### src/rtl/core/egvd_pkg.sv
`timescale 1ns / 1ps
package egvd_pkg;

    localparam int FRAME_SAMPLES = 320;
    localparam int CNT_W   = 10;
    localparam int N_W     = 11;
    localparam int SUM_W   = 39;
    localparam int EN_W    = 46;
    localparam int RATIO_W = 40;
    localparam int PRED_W  = 48;
    localparam int DVD_W   = 64;
    localparam int DVS_W   = 48;
    localparam int MUL_W   = 48;
    localparam int QUEUE_DEPTH = 2;

    localparam logic [SUM_W-1:0]   SUM_MAX   = {SUM_W{1'b1}};
    localparam logic [EN_W-1:0]    EN_MAX    = {EN_W{1'b1}};
    localparam logic [RATIO_W-1:0] RATIO_MAX = {RATIO_W{1'b1}};
    localparam logic [PRED_W-1:0]  PRED_MAX  = {PRED_W{1'b1}};
    localparam logic [PRED_W-1:0]  PRED_ONE  = 48'd65536;

    localparam logic [16:0] W_ONE       = 17'd65536;
    localparam logic [16:0] CAL_WEIGHT  = 17'd6554;
    localparam logic [16:0] FALL_WEIGHT = 17'd13107;
    localparam logic [16:0] RISE_WEIGHT = 17'd328;

    typedef enum logic [2:0] {
        REG_THRESHOLD = 3'd0,
        REG_TAIL      = 3'd1,
        REG_CAL       = 3'd2,
        REG_HOLD      = 3'd3,
        REG_DECAY     = 3'd4
    } cfg_idx_t;

    typedef struct packed {
        logic [29:0] thr;
        logic [7:0]  tail;
        logic [5:0]  calf;
        logic [3:0]  hold;
        logic [15:0] decay;
    } cfg_t;

    typedef struct packed {
        logic             restart;
        logic             vad;
        logic             aligned;
        logic [N_W-1:0]   n;
        logic [SUM_W-1:0] s_out;
        logic [SUM_W-1:0] s_ml;
        logic [SUM_W-1:0] s_mr;
        logic [SUM_W-1:0] s_ref;
    } job_t;

endpackage

### src/rtl/core/egvd_front.sv
`timescale 1ns / 1ps
module egvd_front import egvd_pkg::*; (
    input  logic        aclk,
    input  logic        aresetn,
    input  logic        s_tvalid,
    output logic        s_tready,
    input  logic [63:0] s_tdata,
    input  logic        s_tlast,
    input  logic [2:0]  s_tuser,
    input  logic        q_full,
    output logic        q_push,
    output job_t        q_job
);

    function automatic logic [SUM_W-1:0] acc_sq(input logic [SUM_W-1:0] sum,
                                                 input logic signed [15:0] x);
        logic signed [31:0] p;
        logic [SUM_W:0]     t;
        p = x * x;
        t = {1'b0, sum} + (SUM_W+1)'($unsigned(p));
        return t[SUM_W] ? SUM_MAX : t[SUM_W-1:0];
    endfunction

    logic [SUM_W-1:0] s_out_reg, s_ml_reg, s_mr_reg, s_ref_reg;
    logic [SUM_W-1:0] s_out_next, s_ml_next, s_mr_next, s_ref_next;
    logic [CNT_W-1:0] count_reg;
    logic [N_W-1:0]   n;
    logic             accept, frame_end, restart;

    assign s_tready = !q_full;
    assign accept   = s_tvalid && s_tready;
    assign restart  = s_tuser[2];

    always_comb begin
        s_out_next = acc_sq(s_out_reg, s_tdata[15:0]);
        s_ml_next  = acc_sq(s_ml_reg,  s_tdata[31:16]);
        s_mr_next  = acc_sq(s_mr_reg,  s_tdata[47:32]);
        s_ref_next = acc_sq(s_ref_reg, s_tdata[63:48]);
        n          = {1'b0, count_reg} + N_W'(1);
        frame_end  = s_tlast || (n >= N_W'(FRAME_SAMPLES));
        q_push     = accept && (restart || frame_end);
        q_job.restart = restart;
        q_job.vad     = s_tuser[0];
        q_job.aligned = s_tuser[1];
        q_job.n       = n;
        q_job.s_out   = s_out_next;
        q_job.s_ml    = s_ml_next;
        q_job.s_mr    = s_mr_next;
        q_job.s_ref   = s_ref_next;
    end

    always_ff @(posedge aclk) begin
        if (!aresetn) begin
            s_out_reg <= '0;
            s_ml_reg  <= '0;
            s_mr_reg  <= '0;
            s_ref_reg <= '0;
            count_reg <= '0;
        end else if (accept) begin
            if (restart || frame_end) begin
                s_out_reg <= '0;
                s_ml_reg  <= '0;
                s_mr_reg  <= '0;
                s_ref_reg <= '0;
                count_reg <= '0;
            end else begin
                s_out_reg <= s_out_next;
                s_ml_reg  <= s_ml_next;
                s_mr_reg  <= s_mr_next;
                s_ref_reg <= s_ref_next;
                count_reg <= n[CNT_W-1:0];
            end
        end
    end

endmodule

### config.mk
export PLATFORM = sky130hd
export DESIGN_NAME = egvd_front
export DESIGN_NICKNAME = d
export VERILOG_FILES = /design/src/rtl/core/egvd_pkg.sv /design/src/rtl/core/egvd_front.sv
export SDC_FILE = /design/constraint.sdc
export NUM_CORES = 2
export LEC_CHECK = 0
export ABC_AREA = 1
export BUFFER_PORTS_ARGS = -buffer_cell sky130_fd_sc_hd__buf_2
export CAP_MARGIN = 30
export CORE_MARGIN = 10
export CORE_UTILIZATION = 45
export CTS_BUF_LIST = sky130_fd_sc_hd__clkbuf_8
export DETAILED_ROUTE_END_ITERATION = 7
export SETUP_SLACK_MARGIN = 0.5
export SYNTH_ARGS = -nofsm -noshare
export SYNTH_HDL_FRONTEND = slang
export SYNTH_SLANG_ARGS = --single-unit
### constraint.sdc
create_clock -name aclk -period 37.4 [get_ports aclk]
set_clock_uncertainty 0.2 [all_clocks]
set_input_delay 11.22 -clock aclk [delete_from_list [all_inputs] [get_ports aclk]]
set_output_delay 11.22 -clock aclk [all_outputs]
set_load 0.1 [all_outputs]
-- After elaboration in Yosys (flattened, before gate mapping)
Cells that the tools add are included.
- multiplexer cells: 9
- add/subtract/negate cells: 5
- multiply operators: 4
- reductions and logical operators: 5
- order comparisons: 1
- operators with widths (cell ; count):
    $mux 39 ; 8
    $add 39x32->40 ; 4
    $mul 16x16->32 ; 4
    $add 10x1->11 const B ; 1
    $ge 11x9->1 const B ; 1
    $mux 10 ; 1
    $logic_and 1x1->1 ; 2
    $logic_or 1x1->1 ; 2
    $logic_not 1->1 ; 1
- logic and storage cells: 29
- output and inout port bits: 172
- register bits after elaboration: 166

-- Longest topological paths before layout
- depth in word-level cells: 5
- mapped depth: 43

-- Worst setup path after synthesis
OpenSTA, ideal clock, no wires.
- path kind: in2out
- from: input s_tdata[17]
- to: output q_job[80] in the netlist's numbering
- arrival time: 18.721 ns
- buffers on the path: 3
- path slack: 7.259 ns
- stages on the path: 31
- cells stage by stage: clkbuf_1 -> clkbuf_1 -> nand2_1 -> inv_1 -> fa_1 -> inv_1 -> fa_1 -> inv_1 -> fa_1 -> inv_1 -> fa_1 -> fa_1 -> inv_1 -> fa_1 -> ha_1 -> a21oi_1 -> o21ai_0 -> a221oi_1 -> nand2_1 -> o21bai_1 -> nand2_1 -> ha_1 -> nand2_1 -> nor2_1 -> inv_1 -> nor3_2 -> nand3_1 -> nand3_2 -> inv_2 -> buf_6 -> o21ai_0
- RTL lines (item ; RTL line ; text):
    from (decl) ; egvd_front.sv:7 ; input logic [63:0] s_tdata,
    to (decl) ; egvd_front.sv:12 ; output job_t q_job

==> reports/qor.csv <==
metric;value;unit
reg2reg_to;s_out_reg[17];
rr_worst_depth;13;
syn_area_per_cell;6.98;sq um
maxSlewHeadroom;0.310;
cp_slowest_stage_delay;680;ps
clock-sinks;166;
grt_pass1_vias;49400;
track_usage;0.249;
setup_viol;0;
cts.path.max_buffers;2;
insertion_delay;640;ps
cts-resized-gates;0;
timing.reg2reg.setup_slack;33410;ps
slowest_stage;fa_1;
ctsHoldBuffers;0;
h-tree-depth;4;
vias;47900;
post_cts_buffers;0;
arrival;20360;ps
antenna_found_initial;5;
startpoint_type;primary input;
fmax;0.0315;GHz
synth_top_cell_by_area;fa_1;
die-area;137000;sq um
status;complete, no violations;
synthArstFlopShare;0;
synth_nets;9421;
ff_latch_area;3320;sq um
rsz0062_at_grt;no;
drv_cap;0;
post-place-ws;5720;ps
grt_overflow;0;
ys_types;43;
slew_viol_final;0;
cts_root_buf;clkbuf_8;
chipWidth;370;microns
clkTransAtPathRegs;120;ps
wl;170000;microns
crit-reg2reg-launch;count_reg[0];
synthFlopType;dfxtp_1;
fin_tns_setup;0;ps
mostFrequentLayoutCells;nand2_1 (2,244), inv_1 (2,172), fa_1 (951);
critPathKind;in -> out;
synthTopCellsByArea;fa_1 (34%), nand2_1 (15%), inv_1 (15%);
ios;244;
ys_seq_area_frac;0.0602;
worst_slack;5620;ps
cts_made_buffers;17;
rows;128;
synthesis.area;55200;sq um
routedWlPerCell;17.6;microns
drc_errors;0;
synth_enable_flop_cells;0;
core_area;122000;sq um
drive_gt1_frac;0.0419;
grt_pass1_wl;271000;microns
synth.top_cell.area_share;0.345;
grt_max_degree;144;
drt-initial-drc-count;3132;
hold_end;count_reg[9];
required;25980;ps
portBuffers;239;
final_common_cell;nand2_1;
synth_seq_cells;166;
hold_path_class;reg -> reg;
finalCritPeriodShare;0.850;
yosysWarningCount;0;
crit_path_frequent_cell;inv_1;
critPathBufInv;10;
gp_congestion;0.986;
synthToLayoutAreaGrowth;5.18;%
cp_max_fo;33;
finish.net_count;9490;
multi_input_area;42800;sq um
tritoncts;yes;
first_pass_iters;8;
synthCells;7912;
fillerInstances;12800;
dpl.hpwl;146000;microns
worst_slew_pin_slew;1040;ps
min_from;count_reg[9];
die_y;370;microns
viasPerCell;4.98;
crit_family;adder cells;
initial_utilization;0.453;
finalHoldViolCount;0;
crit_path_end_kind;output pin;
period_needed;31780;ps
ant_nets;0;
hold_depth;2;
==> synthesized netlist by cell type, types with 6 or more instances <==
| cell type | n |
|---|---|
| nor2_1 | 422 |
| xor2_1 | 135 |
| or2_2 | 32 |
| buf_4 | 9 |
| buf_2 | 11 |
| nand4_1 | 61 |
| xnor2_1 | 93 |
| nand3b_1 | 15 |
| clkbuf_1 | 160 |
| nor3_1 | 48 |
| buf_6 | 13 |
| nand3_2 | 11 |
| ha_1 | 486 |
| o21ai_0 | 94 |
| nand2_1 | 2245 |
| a31o_2 | 6 |
| fa_1 | 951 |
| nand3_1 | 289 |
| dfxtp_1 | 166 |
| a21o_1 | 31 |
| inv_1 | 2172 |
| and3_1 | 10 |
| o21bai_1 | 19 |
| a21oi_1 | 382 |
==> through the flow <==
| step | cell area, sq um | utilization | std cells | hold WS, ps |
|---|---|---|---|---|
| after floorplan | 55200 | - | 7912 | 232 |
| after global placement | 57600 | 0.473 | 9585 | 243 |
| after detailed placement | 57700 | 0.473 | 9587 | 250 |
| after CTS | 58000 | 0.476 | 9618 | 272 |
| after global routing | 58000 | 0.476 | 9619 | 294 |
| final | 58100 | 0.476 | 9622 | 268 |
==> cell families (layout without fill, tap and decap cells) <==
kind of cell | after synthesis | in the layout | synth area share
flops | 166 | 166 | 0.0602
simple gates | 3150 | 3150 | 0.230
xor+xnor | 228 | 228 | 0.0362
other cells | 0 | 4 | 0
buf+inv | 2372 | 2453 | 0.164
fa+ha+maj | 1437 | 1437 | 0.455
compound gates | 559 | 559 | 0.0547
==> per-layer routing <==
layer / wire [microns] / vias to the layer above / share of wire / track usage
li1: - / 23300 / - / -
met1: 74700 / 23200 / 0.44 / 0.335
met2: 80000 / 1207 / 0.47 / 0.417
met3: 9440 / 209 / 0.056 / 0.0328
met4: 5270 / 4 / 0.031 / 0.0756
met5: 25 / - / 0.00015 / 0
==> worst max-delay path by stage <==
| stage | start | end | depth (start not counted) | slack, ps |
|---|---|---|---|---|
| 6_report | s_tdata[15] | q_job[142] | 32 | 5620 |
| 3_3_place_gp | s_tdata[15] | q_job[119] | 32 | 5480 |
| 2_1_floorplan | s_tdata[17] | q_job[80] | 31 | 7260 |
| 5_1_grt | s_tdata[15] | q_job[142] | 32 | 5180 |
| 3_5_place_dp | s_tdata[15] | q_job[142] | 32 | 5720 |
| 4_1_cts | s_tdata[15] | q_job[142] | 32 | 5660 |
==> final cells by class <==
type / instances / area share
well taps: 1625 / 0.0350
flip-flops and latches: 166 / 0.0572
diodes: 4 / 0.000172
multi-input cells: 5374 / 0.738
clock buffers: 18 / 0.00427
repair buffers: 245 / 0.0221
inverters: 2177 / 0.141
clock inverters: 13 / 0.00246
==> worst min-delay path: stages (launching register included) <==
cell	delay, ps
dfxtp_1	340
nand2_1	60
nor2_1	30
Power is left out: the tool's default activity adds up to more than one toggle a clock period on the data nets, which glitch-free logic cannot reach.
