[src/rtl/core/egvd_pkg.sv]
`timescale 1ns / 1ps
package egvd_pkg;

    localparam int FRAME_SAMPLES = 320;
    localparam int CNT_W   = 10;
    localparam int N_W     = 11;
    localparam int SUM_W   = 39;
    localparam int EN_W    = 46;
    localparam int RATIO_W = 40;
    localparam int PRED_W  = 48;
    localparam int DVD_W   = 64;
    localparam int DVS_W   = 48;
    localparam int MUL_W   = 48;
    localparam int QUEUE_DEPTH = 2;

    localparam logic [SUM_W-1:0]   SUM_MAX   = {SUM_W{1'b1}};
    localparam logic [EN_W-1:0]    EN_MAX    = {EN_W{1'b1}};
    localparam logic [RATIO_W-1:0] RATIO_MAX = {RATIO_W{1'b1}};
    localparam logic [PRED_W-1:0]  PRED_MAX  = {PRED_W{1'b1}};
    localparam logic [PRED_W-1:0]  PRED_ONE  = 48'd65536;

    localparam logic [16:0] W_ONE       = 17'd65536;
    localparam logic [16:0] CAL_WEIGHT  = 17'd6554;
    localparam logic [16:0] FALL_WEIGHT = 17'd13107;
    localparam logic [16:0] RISE_WEIGHT = 17'd328;

    typedef enum logic [2:0] {
        REG_THRESHOLD = 3'd0,
        REG_TAIL      = 3'd1,
        REG_CAL       = 3'd2,
        REG_HOLD      = 3'd3,
        REG_DECAY     = 3'd4
    } cfg_idx_t;

    typedef struct packed {
        logic [29:0] thr;
        logic [7:0]  tail;
        logic [5:0]  calf;
        logic [3:0]  hold;
        logic [15:0] decay;
    } cfg_t;

    typedef struct packed {
        logic             restart;
        logic             vad;
        logic             aligned;
        logic [N_W-1:0]   n;
        logic [SUM_W-1:0] s_out;
        logic [SUM_W-1:0] s_ml;
        logic [SUM_W-1:0] s_mr;
        logic [SUM_W-1:0] s_ref;
    } job_t;

endpackage

[src/rtl/core/egvd_queue.sv]
`timescale 1ns / 1ps
module egvd_queue import egvd_pkg::*; (
    input  logic aclk,
    input  logic aresetn,
    input  logic push,
    input  job_t job_in,
    output logic full,
    input  logic pop,
    output logic valid,
    output job_t job_out
);

    localparam int PTR_W = $clog2(QUEUE_DEPTH);

    job_t             mem_reg [QUEUE_DEPTH];
    logic [PTR_W-1:0] wr_reg, rd_reg;
    logic [PTR_W:0]   fill_reg;

    assign full    = (fill_reg == (PTR_W+1)'(QUEUE_DEPTH));
    assign valid   = (fill_reg != '0);
    assign job_out = mem_reg[rd_reg];

    always_ff @(posedge aclk) begin
        if (push) begin
            mem_reg[wr_reg] <= job_in;
        end
    end

    always_ff @(posedge aclk) begin
        if (!aresetn) begin
            wr_reg   <= '0;
            rd_reg   <= '0;
            fill_reg <= '0;
        end else begin
            if (push) begin
                wr_reg <= (wr_reg == PTR_W'(QUEUE_DEPTH-1)) ? '0 : wr_reg + PTR_W'(1);
            end
            if (pop) begin
                rd_reg <= (rd_reg == PTR_W'(QUEUE_DEPTH-1)) ? '0 : rd_reg + PTR_W'(1);
            end
            if (push && !pop) begin
                fill_reg <= fill_reg + (PTR_W+1)'(1);
            end else if (pop && !push) begin
                fill_reg <= fill_reg - (PTR_W+1)'(1);
            end
        end
    end

endmodule

[config.mk]
export PLATFORM = sky130hd
export DESIGN_NAME = egvd_queue
export DESIGN_NICKNAME = d
export VERILOG_FILES = /design/src/rtl/core/egvd_pkg.sv /design/src/rtl/core/egvd_queue.sv
export SDC_FILE = /design/constraint.sdc
export NUM_CORES = 1
export LEC_CHECK = 0
export ABC_AREA = 1
export ABC_CLOCK_PERIOD_IN_PS = 10300
export BUFFER_PORTS_ARGS = -buffer_cell sky130_fd_sc_hd__buf_2
export CORE_MARGIN = 1.5
export CORE_UTILIZATION = 33
export CTS_BUF_LIST = sky130_fd_sc_hd__clkbuf_4 sky130_fd_sc_hd__clkbuf_8 sky130_fd_sc_hd__clkbuf_16
export DETAILED_ROUTE_END_ITERATION = 10
export GPL_TIMING_DRIVEN = 0
export MAX_ROUTING_LAYER = met4
export PLACE_DENSITY = 0.61
export RECOVER_POWER = 50
export SLEW_MARGIN = 15
export SYNTH_ARGS = -nofsm -noshare
export SYNTH_HDL_FRONTEND = slang
export SYNTH_SLANG_ARGS = --single-unit
[constraint.sdc]
create_clock -name aclk -period 10.3 [get_ports aclk]
set_clock_uncertainty 0.15 [all_clocks]
set_input_delay 1.545 -clock aclk [delete_from_list [all_inputs] [get_ports aclk]]
set_output_delay 1.545 -clock aclk [all_outputs]
set_load 0.01 [all_outputs]
Yosys cells after proc, flatten, opt, wreduce, memory -nomap -nowiden
Memories as Yosys holds them, arrays and structs flattened. A register that Yosys moved wholly into a read port is not among the register bits.
Index checks and enable logic that the tools add are counted.
{"block": "word_totals", "memories": 1, "out_inout_bits": 172, "elab_cells": 23, "ramBits": 340, "in_bits": 174, "register_bits": 4}
{"block": "op_classes", "muxes": 8, "n_reduce_logical": 6, "addsub": 4, "n_eq_ne": 1}
{"memory": "mem_reg", "words": 2, "width": 170, "rd": 1, "rd_ports_with_merged_regs": 1, "write_ports": 1, "line_no": "egvd_queue.sv:15", "rtl": "job_t mem_reg [QUEUE_DEPTH];"}
{"operator": "1-bit two-way mux", "n": 6}
{"operator": "2-bit two-way mux", "n": 2}
{"operator": "2-bit nonzero test", "n": 2}
{"operator": "1-bit adder, second input constant", "n": 2}
{"operator": "2-bit by 1-bit adder with 2-bit output, second input constant", "n": 1}
{"operator": "2-bit equality test, second input constant", "n": 1}
{"operator": "1-bit logical AND", "n": 2}
{"operator": "1-bit logical NOT", "n": 2}
{"operator": "2-bit by 1-bit subtractor with 2-bit output, second input constant", "n": 1}

Depth between registers and ports, before layout
Gate-level depths: netlist of the first run.
{"block": "depth", "depth_word": 4, "depth_mapped": 8, "mapped_depth_nobuf": 8}

Worst setup path after synthesis of the first run
No wires, ideal clock.
{"block": "synth_timing", "kind": "in2reg", "from": "input port push", "to": "memory mem_reg[0][0] (netlist bit), enable pin", "setup_slack_ps": 752, "required_ps": 9443, "path_buffers": 0, "setup_time_ps": 707, "t_arrival_ps": 8691, "stages": 2, "path_cell_list": "inv_1 nor2_1"}
{"block": "synth_between", "elab_chain_len": 2}
{"element": "from (decl)", "line_no": "egvd_queue.sv:5", "rtl": "input logic push,"}
{"element": "1-bit two-way mux", "line_no": "egvd_queue.sv:24", "rtl": "if (push) begin"}
{"element": "1-bit two-way mux (implied by the code)", "line_no": "egvd_queue.sv:25", "rtl": "mem_reg[wr_reg] <= job_in;"}
{"element": "to (decl)", "line_no": "egvd_queue.sv:15"}
Every way passes these cells.

Worst setup path after layout of the first run
{"block": "layout_timing", "from": "input port push", "to": "memory mem_reg[1][80] (netlist bit), enable pin"}
The elaborated chain is that of the path after synthesis.

==> results.txt, run 1 <==
Max-Cap Viols - 2
Synth Area in Compound Gates - 0.000776
worst-margin pin slew - 2.82 ns
CP dominant cell by count - buf_16
grt ovf - 0
Slowest-stage cell, CP - clkinvlp_2
CP startpoint - push
count of final hold-check violations - 0
Critical Path RT - 10.39 ns
hold_buf cts - 0
Synth warnings - 0
worst min path class - flip-flop to flip-flop
Synth Instances - 564
failing checks - max-capacitance violations, max-slew violations
Max-slew headroom - -0.891
GRT Overall Usage - 0.133
max reg flops - 340
CP Class - input pin to flip-flop
status - complete, but fails checks
share of the synthesized area in the top cell type - 0.792
min cycle time layout - 5.05 ns
Power Total - 3.42 mW
critical path arrival - 5.14 ns
Synth Register Bits - 345
Adder-Cell Fraction of Synth Area - 0.000970
met1 wire length - 10.9 mm
hpwl dp - 18.0 mm
R2R setup slack - 6.08 ns
top layer reached by signal wires - met4
Final GP Congestion - 0.716
wire length of the first global-routing pass - 39.3 mm
worst-path fanout max - 60
Initial Util - 0.334
fin nets - 1135
worst-skew pair later-pin latency - 0.53 ns
IO Pins - 346
input/output buffers - 345
XOR/XNOR Fraction of Synth Area - 0
Synth area leader - edfxtp_1
final setup fails - 0
CORE AREA - 38600 sq um
Worst setup SP type - input pin
unrepaired setup endpoints after global routing - no
initial DRC count - 258
Rows - 72
Area Growth Syn to Fin - 30.1%
worst path cell trace - clkbuf_1 -> nand2_1 -> clkinvlp_2 -> buf_16 -> buf_16
Hold Worst Slack - 0.352 ns
die area - 40300 sq um
Cell Area, Synth - 12900 sq um
Yosys cell types - 14
Lkg Pwr - 6.38 nW
vias in the first global route - 6783
final period utilization - 0.490
Finished Layout Cells - 1509
Post-Syn Nets - 739
CP Capture Type - flip-flop
post-route ant nets - 0
number of detailed-route iterations in the first pass - 4
Simple-Gate Fraction of Synth Area - 0.00582
Worst path max stage delay - 2.12 ns
fmax - 0.198 GHz
worst r2r dst - mem_reg[1][80]$_DFFE_PP_
initial antenna violation count - 4
CTS Sinks - 345
met3 wire len - 2.22 mm
Placed Instances - 1437
top post-synthesis cells by area - edfxtp_1, mux2_4, mux2_2
Peak supply drop - 152 uV
hold path startpoint - rd_reg$_SDFFE_PN0P_
met2 WL - 12.5 mm
post-synthesis mux area share - 0.178
Post-CTS Setup Inserts - 0
Post-Syn Area per Cell - 22.9 sq um
CTS resizes - 0
Setup TNS Final - 0 ns
CTS tree - done
Die Span Y - 201 microns
die width - 201 microns
clk buf depth - 3
drt wl/cell - 17.4 microns
Root Buffer - clkbuf_16
largest net degree at the start of global routing - 61
DR DRC count - 0
Pwr Density - 204 nW/um^2
max-slew violation count - 73
sequential area share after synthesis - 0.799
FF-to-FF Start - wr_reg$_SDFFE_PN0P_
drt total wl - 26.3 mm
Via density - 4.31
routed via count - 6504
R2R depth - 4
CTS H-tree lvls - 2
CTS clk-pin slew, worst paths - 0.06 ns
largest family of logic cells by synthesized area - multiplexers
cts bufs inserted - 39
hold path cells - 2
share of layout cells above drive strength 1 - 0.545
-- metrics by stage --
stage,utilization,setup slack [ns],cell area (sq um)
global placement,0.395,-4.41,15300
finish,0.434,5.25,16800
detailed placement,0.402,6.82,15500
floorplan,-,0.752,12900
CTS,0.437,6.55,16900
global route,0.434,4.78,16800
-- placed cells by master, fill, tap and decap left out --
master	instances
a21oi_1	1
clkbuf_1	65
nand3_1	1
mux2_2	70
clkbuf_4	6
edfxtp_1	340
dfxtp_1	5
diode_2	4
buf_6	12
mux2_4	100
bufinv_16	7
clkinv_2	1
nand2_1	9
clkbuf_16	41
ha_1	1
buf_12	4
o21ai_0	1
clkinvlp_4	1
clkinv_4	2
buf_1	1
inv_1	7
clkinvlp_2	1
inv_6	1
nor2_1	8
nand4_1	1
buf_2	287
buf_16	5
clkinv_1	9
-- where the power goes --
| group | internal, mW | switching (mW) | total (mW) |
|---|---|---|---|
| combinational | 0.160 | 0.165 | 0.325 |
| sequential | 1.63 | 0.0154 | 1.64 |
| clock | 0.915 | 0.533 | 1.45 |
| total | 2.70 | 0.713 | 3.42 |
-- Yosys cell counts --
cell	number
a21oi_1	1
buf_2	7
buf_6	12
dfxtp_1	5
edfxtp_1	340
ha_1	1
inv_1	8
mux2_2	70
mux2_4	100
nand2_1	9
nand3_1	1
nand4_1	1
nor2_1	8
o21ai_0	1
-- worst max-delay path by stage --
stage,endpoint,slack [ns],cells after the start
2_1_floorplan,mem_reg[0][0]$_DFFE_PP_,0.75,2
3_3_place_gp,mem_reg[0][134]$_DFFE_PP_,-4.41,3
3_5_place_dp,mem_reg[1][63]$_DFFE_PP_,6.82,5
4_1_cts,job_out[100],6.55,5
5_1_grt,mem_reg[1][59]$_DFFE_PP_,4.78,5
6_report,mem_reg[1][80]$_DFFE_PP_,5.25,5
-- worst max-delay path, delay by kind of cell --
kind	cells	cell delay, ns
buf+inv	4	3.42
simple gates	1	0.12
-- layer usage --
metal,track usage,vias to the layer above
li1,-,3040
met1,0.158,3168
met2,0.207,253
met3,0.0459,43
met4,0.0564,0
met5,-,-
-- logic make-up (layout without fill, tap and decap cells) --
group,count (synthesis),count (layout)
flops,345,345
mux,170,170
buf+inv,27,450
simple gates,19,19
compound gates,2,2
fa+ha+maj,1,1
other cells,0,4
-- area by class of cell --
cell class                      count  area, sq um
Tap cell                          518          648
Antenna cell                        4         10.0
Clock inverter                     21          283
Multi-Input combinational cell    192         2390
Fill cell                        3432        21900
Sequential cell                   345        10300
Buffer                             19          170
Inverter                            8         31.3
Timing Repair Buffer              355         1870
Clock buffer                       47         1070
Power figures use the tool's default switching activity.
==> run 2: changes to the inputs <==
--- a/config.mk
+++ b/config.mk
@@ -6,7 +6,7 @@
 export NUM_CORES = 1
 export LEC_CHECK = 0
 export ABC_AREA = 1
-export ABC_CLOCK_PERIOD_IN_PS = 10300
+export ABC_CLOCK_PERIOD_IN_PS = 4570
 export BUFFER_PORTS_ARGS = -buffer_cell sky130_fd_sc_hd__buf_2
 export CORE_MARGIN = 1.5
 export CORE_UTILIZATION = 33
@@ -14,7 +14,7 @@
 export DETAILED_ROUTE_END_ITERATION = 10
 export GPL_TIMING_DRIVEN = 0
 export MAX_ROUTING_LAYER = met4
-export PLACE_DENSITY = 0.61
+export PLACE_DENSITY = 0.63
 export RECOVER_POWER = 50
 export SLEW_MARGIN = 15
 export SYNTH_ARGS = -nofsm -noshare
==> constraint.sdc (replaced) <==
create_clock -name aclk -period 4.57 [get_ports aclk]
set_clock_uncertainty 0.15 [all_clocks]
set_input_delay 0.6855 -clock aclk [delete_from_list [all_inputs] [get_ports aclk]]
set_output_delay 0.6855 -clock aclk [all_outputs]
set_load 0.01 [all_outputs]
==> results.txt, run 2 (synthesis results as in run 1) <==
status - complete, but fails checks
failing checks - max-capacitance violations, max-slew violations
worst-path fanout max - 25
die area - 40300 sq um
fmax - 0.316 GHz
routed via count - 6537
CTS clk-pin slew, worst paths - 0.06 ns
CTS resizes - 0
Critical Path RT - 4.65 ns
WP buf/inv - 6
CTS tree - done
register area - 10300 sq um
final period utilization - 0.692
Pwr Density - 441 nW/um^2
CORE AREA - 38600 sq um
drt total wl - 26.2 mm
vias in the first global route - 6872
max reg flops - 340
worst-skew pair later-pin latency - 0.52 ns
Multi-input gate area - 2390 sq um
Slowest-stage cell, CP - nor2_1
clk buf depth - 3
Final GP Congestion - 0.724
GRT busiest layer - met2
drt wl/cell - 17.4 microns
commonest cells after routing, fill and taps aside - edfxtp_1, buf_2, mux2_4, clkbuf_1, mux2_2
Rows - 72
Peak supply drop - 376 uV
CTS H-tree lvls - 2
Area Growth Syn to Fin - 28.8%
Initial Util - 0.334
largest net degree at the start of global routing - 33
count of final hold-check violations - 0
Max-slew headroom - -0.299
worst min path class - input pin to flip-flop
initial DRC count - 221
DR DRC count - 0
Setup TNS Final - 0 ns
grt ovf - 0
Placed Instances - 1440
die width - 201 microns
met2 GRT Util - 0.215
Crit path max-delay family - simple AND/OR/NAND/NOR gates
Finished Layout Cells - 1502
number of detailed-route iterations in the first pass - 4
critical path arrival - 3.24 ns
CP Capture Type - flip-flop
post-route ant nets - 0
min cycle time layout - 3.16 ns
Worst setup SP type - input pin
filler instances - 3502
Root Buffer - clkbuf_16
cts bufs inserted - 37
commonest non-fill, non-tap cell in the layout - edfxtp_1
CP Class - input pin to flip-flop
fin nets - 1136
input/output buffers - 345
Post-DP Area - 15600 sq um
hold_buf cts - 0
worst-margin pin slew - 1.94 ns
Hold Worst Slack - 0.198 ns
met1 Use GR - 0.149
max-slew violation count - 19
Max-Cap Viols - 1
post-route cell area - 16600 sq um
CTS Sinks - 345
wire length of the first global-routing pass - 39.5 mm
GRT Overall Usage - 0.134
Worst path max stage delay - 1.43 ns
Post-CTS Setup Inserts - 0
GR Layer Usage met3 - 0.0513
unrepaired setup endpoints after global routing - no
share of layout cells above drive strength 1 - 0.540
Lkg Pwr - 6.30 nW
worst path cell trace - clkbuf_1 -> inv_1 -> nor2_1 -> buf_12 -> buf_12 -> buf_16 -> buf_16
Die Span Y - 201 microns
initial antenna violation count - 2
IO Pins - 346
Via density - 4.35
hpwl dp - 18.5 mm
final setup fails - 0
==> run 2: path summary, 6_finish.rpt <==
path,startpoint,to,slack (ns),cells after the start
worst min register to register,rd_reg$_SDFFE_PN0P_,flip-flop,0.36,2
worst min-delay path,job_in[105],mem_reg[1][105]$_DFFE_PP_,0.20,1
worst max-delay path,push,mem_reg[0][110]$_DFFE_PP_,1.41,7
worst max register to register,wr_reg$_SDFFE_PN0P_,mem_reg[0][110]$_DFFE_PP_,1.45,5
==> run 2: per-layer routing <==
metal,up-vias,routed length [microns]
met5,-,0
met4,0,671
met3,45,2430
met2,262,12800
met1,3198,10300
li1,3032,-
==> run 2: layout make-up <==
| class | instances | share of cell area |
|---|---|---|
| flip-flops and latches | 345 | 0.621 |
| multi-input cells | 192 | 0.144 |
| repair buffers | 358 | 0.114 |
| clock buffers | 46 | 0.0598 |
| well taps | 518 | 0.0390 |
| clock inverters | 14 | 0.0107 |
| plain buffers | 19 | 0.0102 |
| inverters | 8 | 0.00188 |
| diodes | 2 | 0.000301 |
==> run 2: stage by stage <==
step	setup WS (ns)	util	total power [mW]
2_1_floorplan	0.715	-	4.18
3_3_place_gp	-1.16	0.395	4.50
3_5_place_dp	1.78	0.403	4.53
4_1_cts	1.71	0.433	7.48
5_1_grt	1.19	0.430	7.61
6_report	1.41	0.430	7.33
==> run 2: report_power, final <==
part / switching, mW / leakage [nW] / internal (mW)
clock: 1.13 / 0.591 / 1.76
sequential: 0.0360 / 3.23 / 3.67
combinational: 0.372 / 2.48 / 0.362
total: 1.54 / 6.30 / 5.79
==> run 3: changes to the inputs <==
--- a/config.mk
+++ b/config.mk
@@ -6,7 +6,7 @@
 export NUM_CORES = 1
 export LEC_CHECK = 0
 export ABC_AREA = 1
-export ABC_CLOCK_PERIOD_IN_PS = 4570
+export ABC_CLOCK_PERIOD_IN_PS = 3080
 export BUFFER_PORTS_ARGS = -buffer_cell sky130_fd_sc_hd__buf_2
 export CORE_MARGIN = 1.5
 export CORE_UTILIZATION = 33
@@ -14,7 +14,7 @@
 export DETAILED_ROUTE_END_ITERATION = 10
 export GPL_TIMING_DRIVEN = 0
 export MAX_ROUTING_LAYER = met4
-export PLACE_DENSITY = 0.63
+export PLACE_DENSITY = 0.61
 export RECOVER_POWER = 50
 export SLEW_MARGIN = 15
 export SYNTH_ARGS = -nofsm -noshare
==> constraint.sdc (replaced) <==
create_clock -name aclk -period 3.08 [get_ports aclk]
set_clock_uncertainty 0.15 [all_clocks]
set_input_delay 0.462 -clock aclk [delete_from_list [all_inputs] [get_ports aclk]]
set_output_delay 0.462 -clock aclk [all_outputs]
set_load 0.01 [all_outputs]
==> results.txt, run 3 (synthesis results as in run 1) <==
wire length of the first global-routing pass - 43.2 mm
Finished Layout Cells - 1677
Max-Cap Viols - 1
hold_buf cts - 171
IO Pins - 346
Lkg Pwr - 6.88 nW
Rows - 72
worst min path class - input pin to flip-flop
drt wl/cell - 16.7 microns
Area Growth Syn to Fin - 41.6%
worst setup path end - mem_reg[0][135]$_DFFE_PP_
CORE AREA - 38600 sq um
share of layout cells above drive strength 1 - 0.424
final setup fails - 0
routed via count - 7124
CTS clk-pin slew, worst paths - 0.06 ns
Post-CTS Setup Inserts - 0
R2R setup slack - 0.37 ns
CP startpoint - wr_reg$_SDFFE_PN0P_
register area - 10300 sq um
Setup TNS Final - 0 ns
max-slew violation count - 26
worst-skew pair later-pin latency - 0.53 ns
Placed Instances - 1440
WP depth - 3
Die Span Y - 201 microns
Slowest-stage cell, CP - clkbuf_1
worst-margin pin slew - 1.63 ns
Initial Util - 0.334
Root Buffer - clkbuf_16
CP Capture Type - flip-flop
CP Class - flip-flop to flip-flop
status - complete, but fails checks
die width - 201 microns
CTS H-tree lvls - 2
fin nets - 1308
cts bufs inserted - 38
min cycle time layout - 2.71 ns
commonest non-fill, non-tap cell in the layout - edfxtp_1
count of final hold-check violations - 0
filler instances - 3324
commonest cells after routing, fill and taps aside - edfxtp_1, buf_2, dlygate4sd3_1, clkbuf_1, mux2_4
unrepaired setup endpoints after global routing - no
CTS Sinks - 345
Hold Worst Slack - 0.0650 ns
number of detailed-route iterations in the first pass - 4
clk buf depth - 3
worst path cell trace - nor2_4 -> clkbuf_1 -> buf_12
grt ovf - 0
Worst path max stage delay - 1.22 ns
R2R depth - 3
Max-slew headroom - -0.0875
DR DRC count - 0
post-route ant nets - 0
Post-DP Area - 15600 sq um
post-route cell area - 18300 sq um
vias in the first global route - 7736
failing checks - max-capacitance violations, max-slew violations
Pwr Density - 600 nW/um^2
worst r2r dst - mem_reg[0][135]$_DFFE_PP_
Peak supply drop - 519 uV
FF-to-FF Start - wr_reg$_SDFFE_PN0P_
hpwl dp - 18.8 mm
die area - 40300 sq um
Util after Layout - 0.473
final worst slack - 0.373 ns
final period utilization - 0.879
initial DRC count - 229
Critical Path RT - 3.16 ns
Final GP Congestion - 0.747
Via density - 4.25
Power Total - 11.0 mW
input/output buffers - 345
fmax - 0.369 GHz
worst-path fanout max - 26
drt total wl - 28.1 mm
Crit path max-delay family - buffers and inverters
CTS tree - done
GRT Overall Usage - 0.145
CTS resizes - 0
Worst setup SP type - flip-flop
WP buf/inv - 2
initial antenna violation count - 1
Multi-input gate area - 2410 sq um
DP Worst Slack - 0.393 ns
critical path arrival - 2.78 ns
max reg flops - 340
largest net degree at the start of global routing - 34
-- run 3: cell count changes in the layout (fill, tap and decap cells not counted), moves of 3 or more --
cell / delta
clkbuf_1: +39
dlygate4sd3_1: +171
clkinv_1: +6
buf_2: -41
bufinv_16: -3
buf_12: -3
-- run 3: worst min path at each step --
stage	startpoint	to	slack, ns	cells past startpoint
global placement	rd_reg$_SDFFE_PN0P_	rd_reg$_SDFFE_PN0P_	0.33	2
detailed placement	rd_reg$_SDFFE_PN0P_	flip-flop	0.35	2
CTS	pop	flip-flop	0.01	3
global route	pop	rd_reg$_SDFFE_PN0P_	0.04	3
floorplan	rd_reg$_SDFFE_PN0P_	flip-flop	0.31	2
finish	pop	rd_reg$_SDFFE_PN0P_	0.06	3
-- run 3: power breakdown --
part / internal, mW / switching (mW)
sequential: 5.44 / 0.0551
clock: 2.45 / 1.74
combinational: 0.668 / 0.598
-- run 3: layout make-up --
| type | instances | area share |
|---|---|---|
| Clock inverter | 19 | 0.00658 |
| Sequential cell | 345 | 0.564 |
| Clock buffer | 46 | 0.0563 |
| Multi-Input combinational cell | 192 | 0.132 |
| Inverter | 8 | 0.00253 |
| Timing Repair Buffer | 529 | 0.193 |
| Tap cell | 518 | 0.0355 |
| Antenna cell | 1 | 0.000137 |
| Buffer | 19 | 0.00932 |
-- run 3: worst register-to-register path, stage by stage (launching register included) --
cell and delay, ns:
dfxtp_1 0.39, nor2_4 0.32, clkbuf_1 1.22, buf_12 0.31
-- run 3: per-layer routing --
| layer | global-route usage | vias up | wire, microns |
|---|---|---|---|
| met4 | 0.0537 | 0 | 650 |
| met3 | 0.0445 | 46 | 1980 |
| met1 | 0.166 | 3459 | 11500 |
| met5 | - | - | 0 |
| li1 | - | 3370 | - |
| met2 | 0.238 | 249 | 14000 |
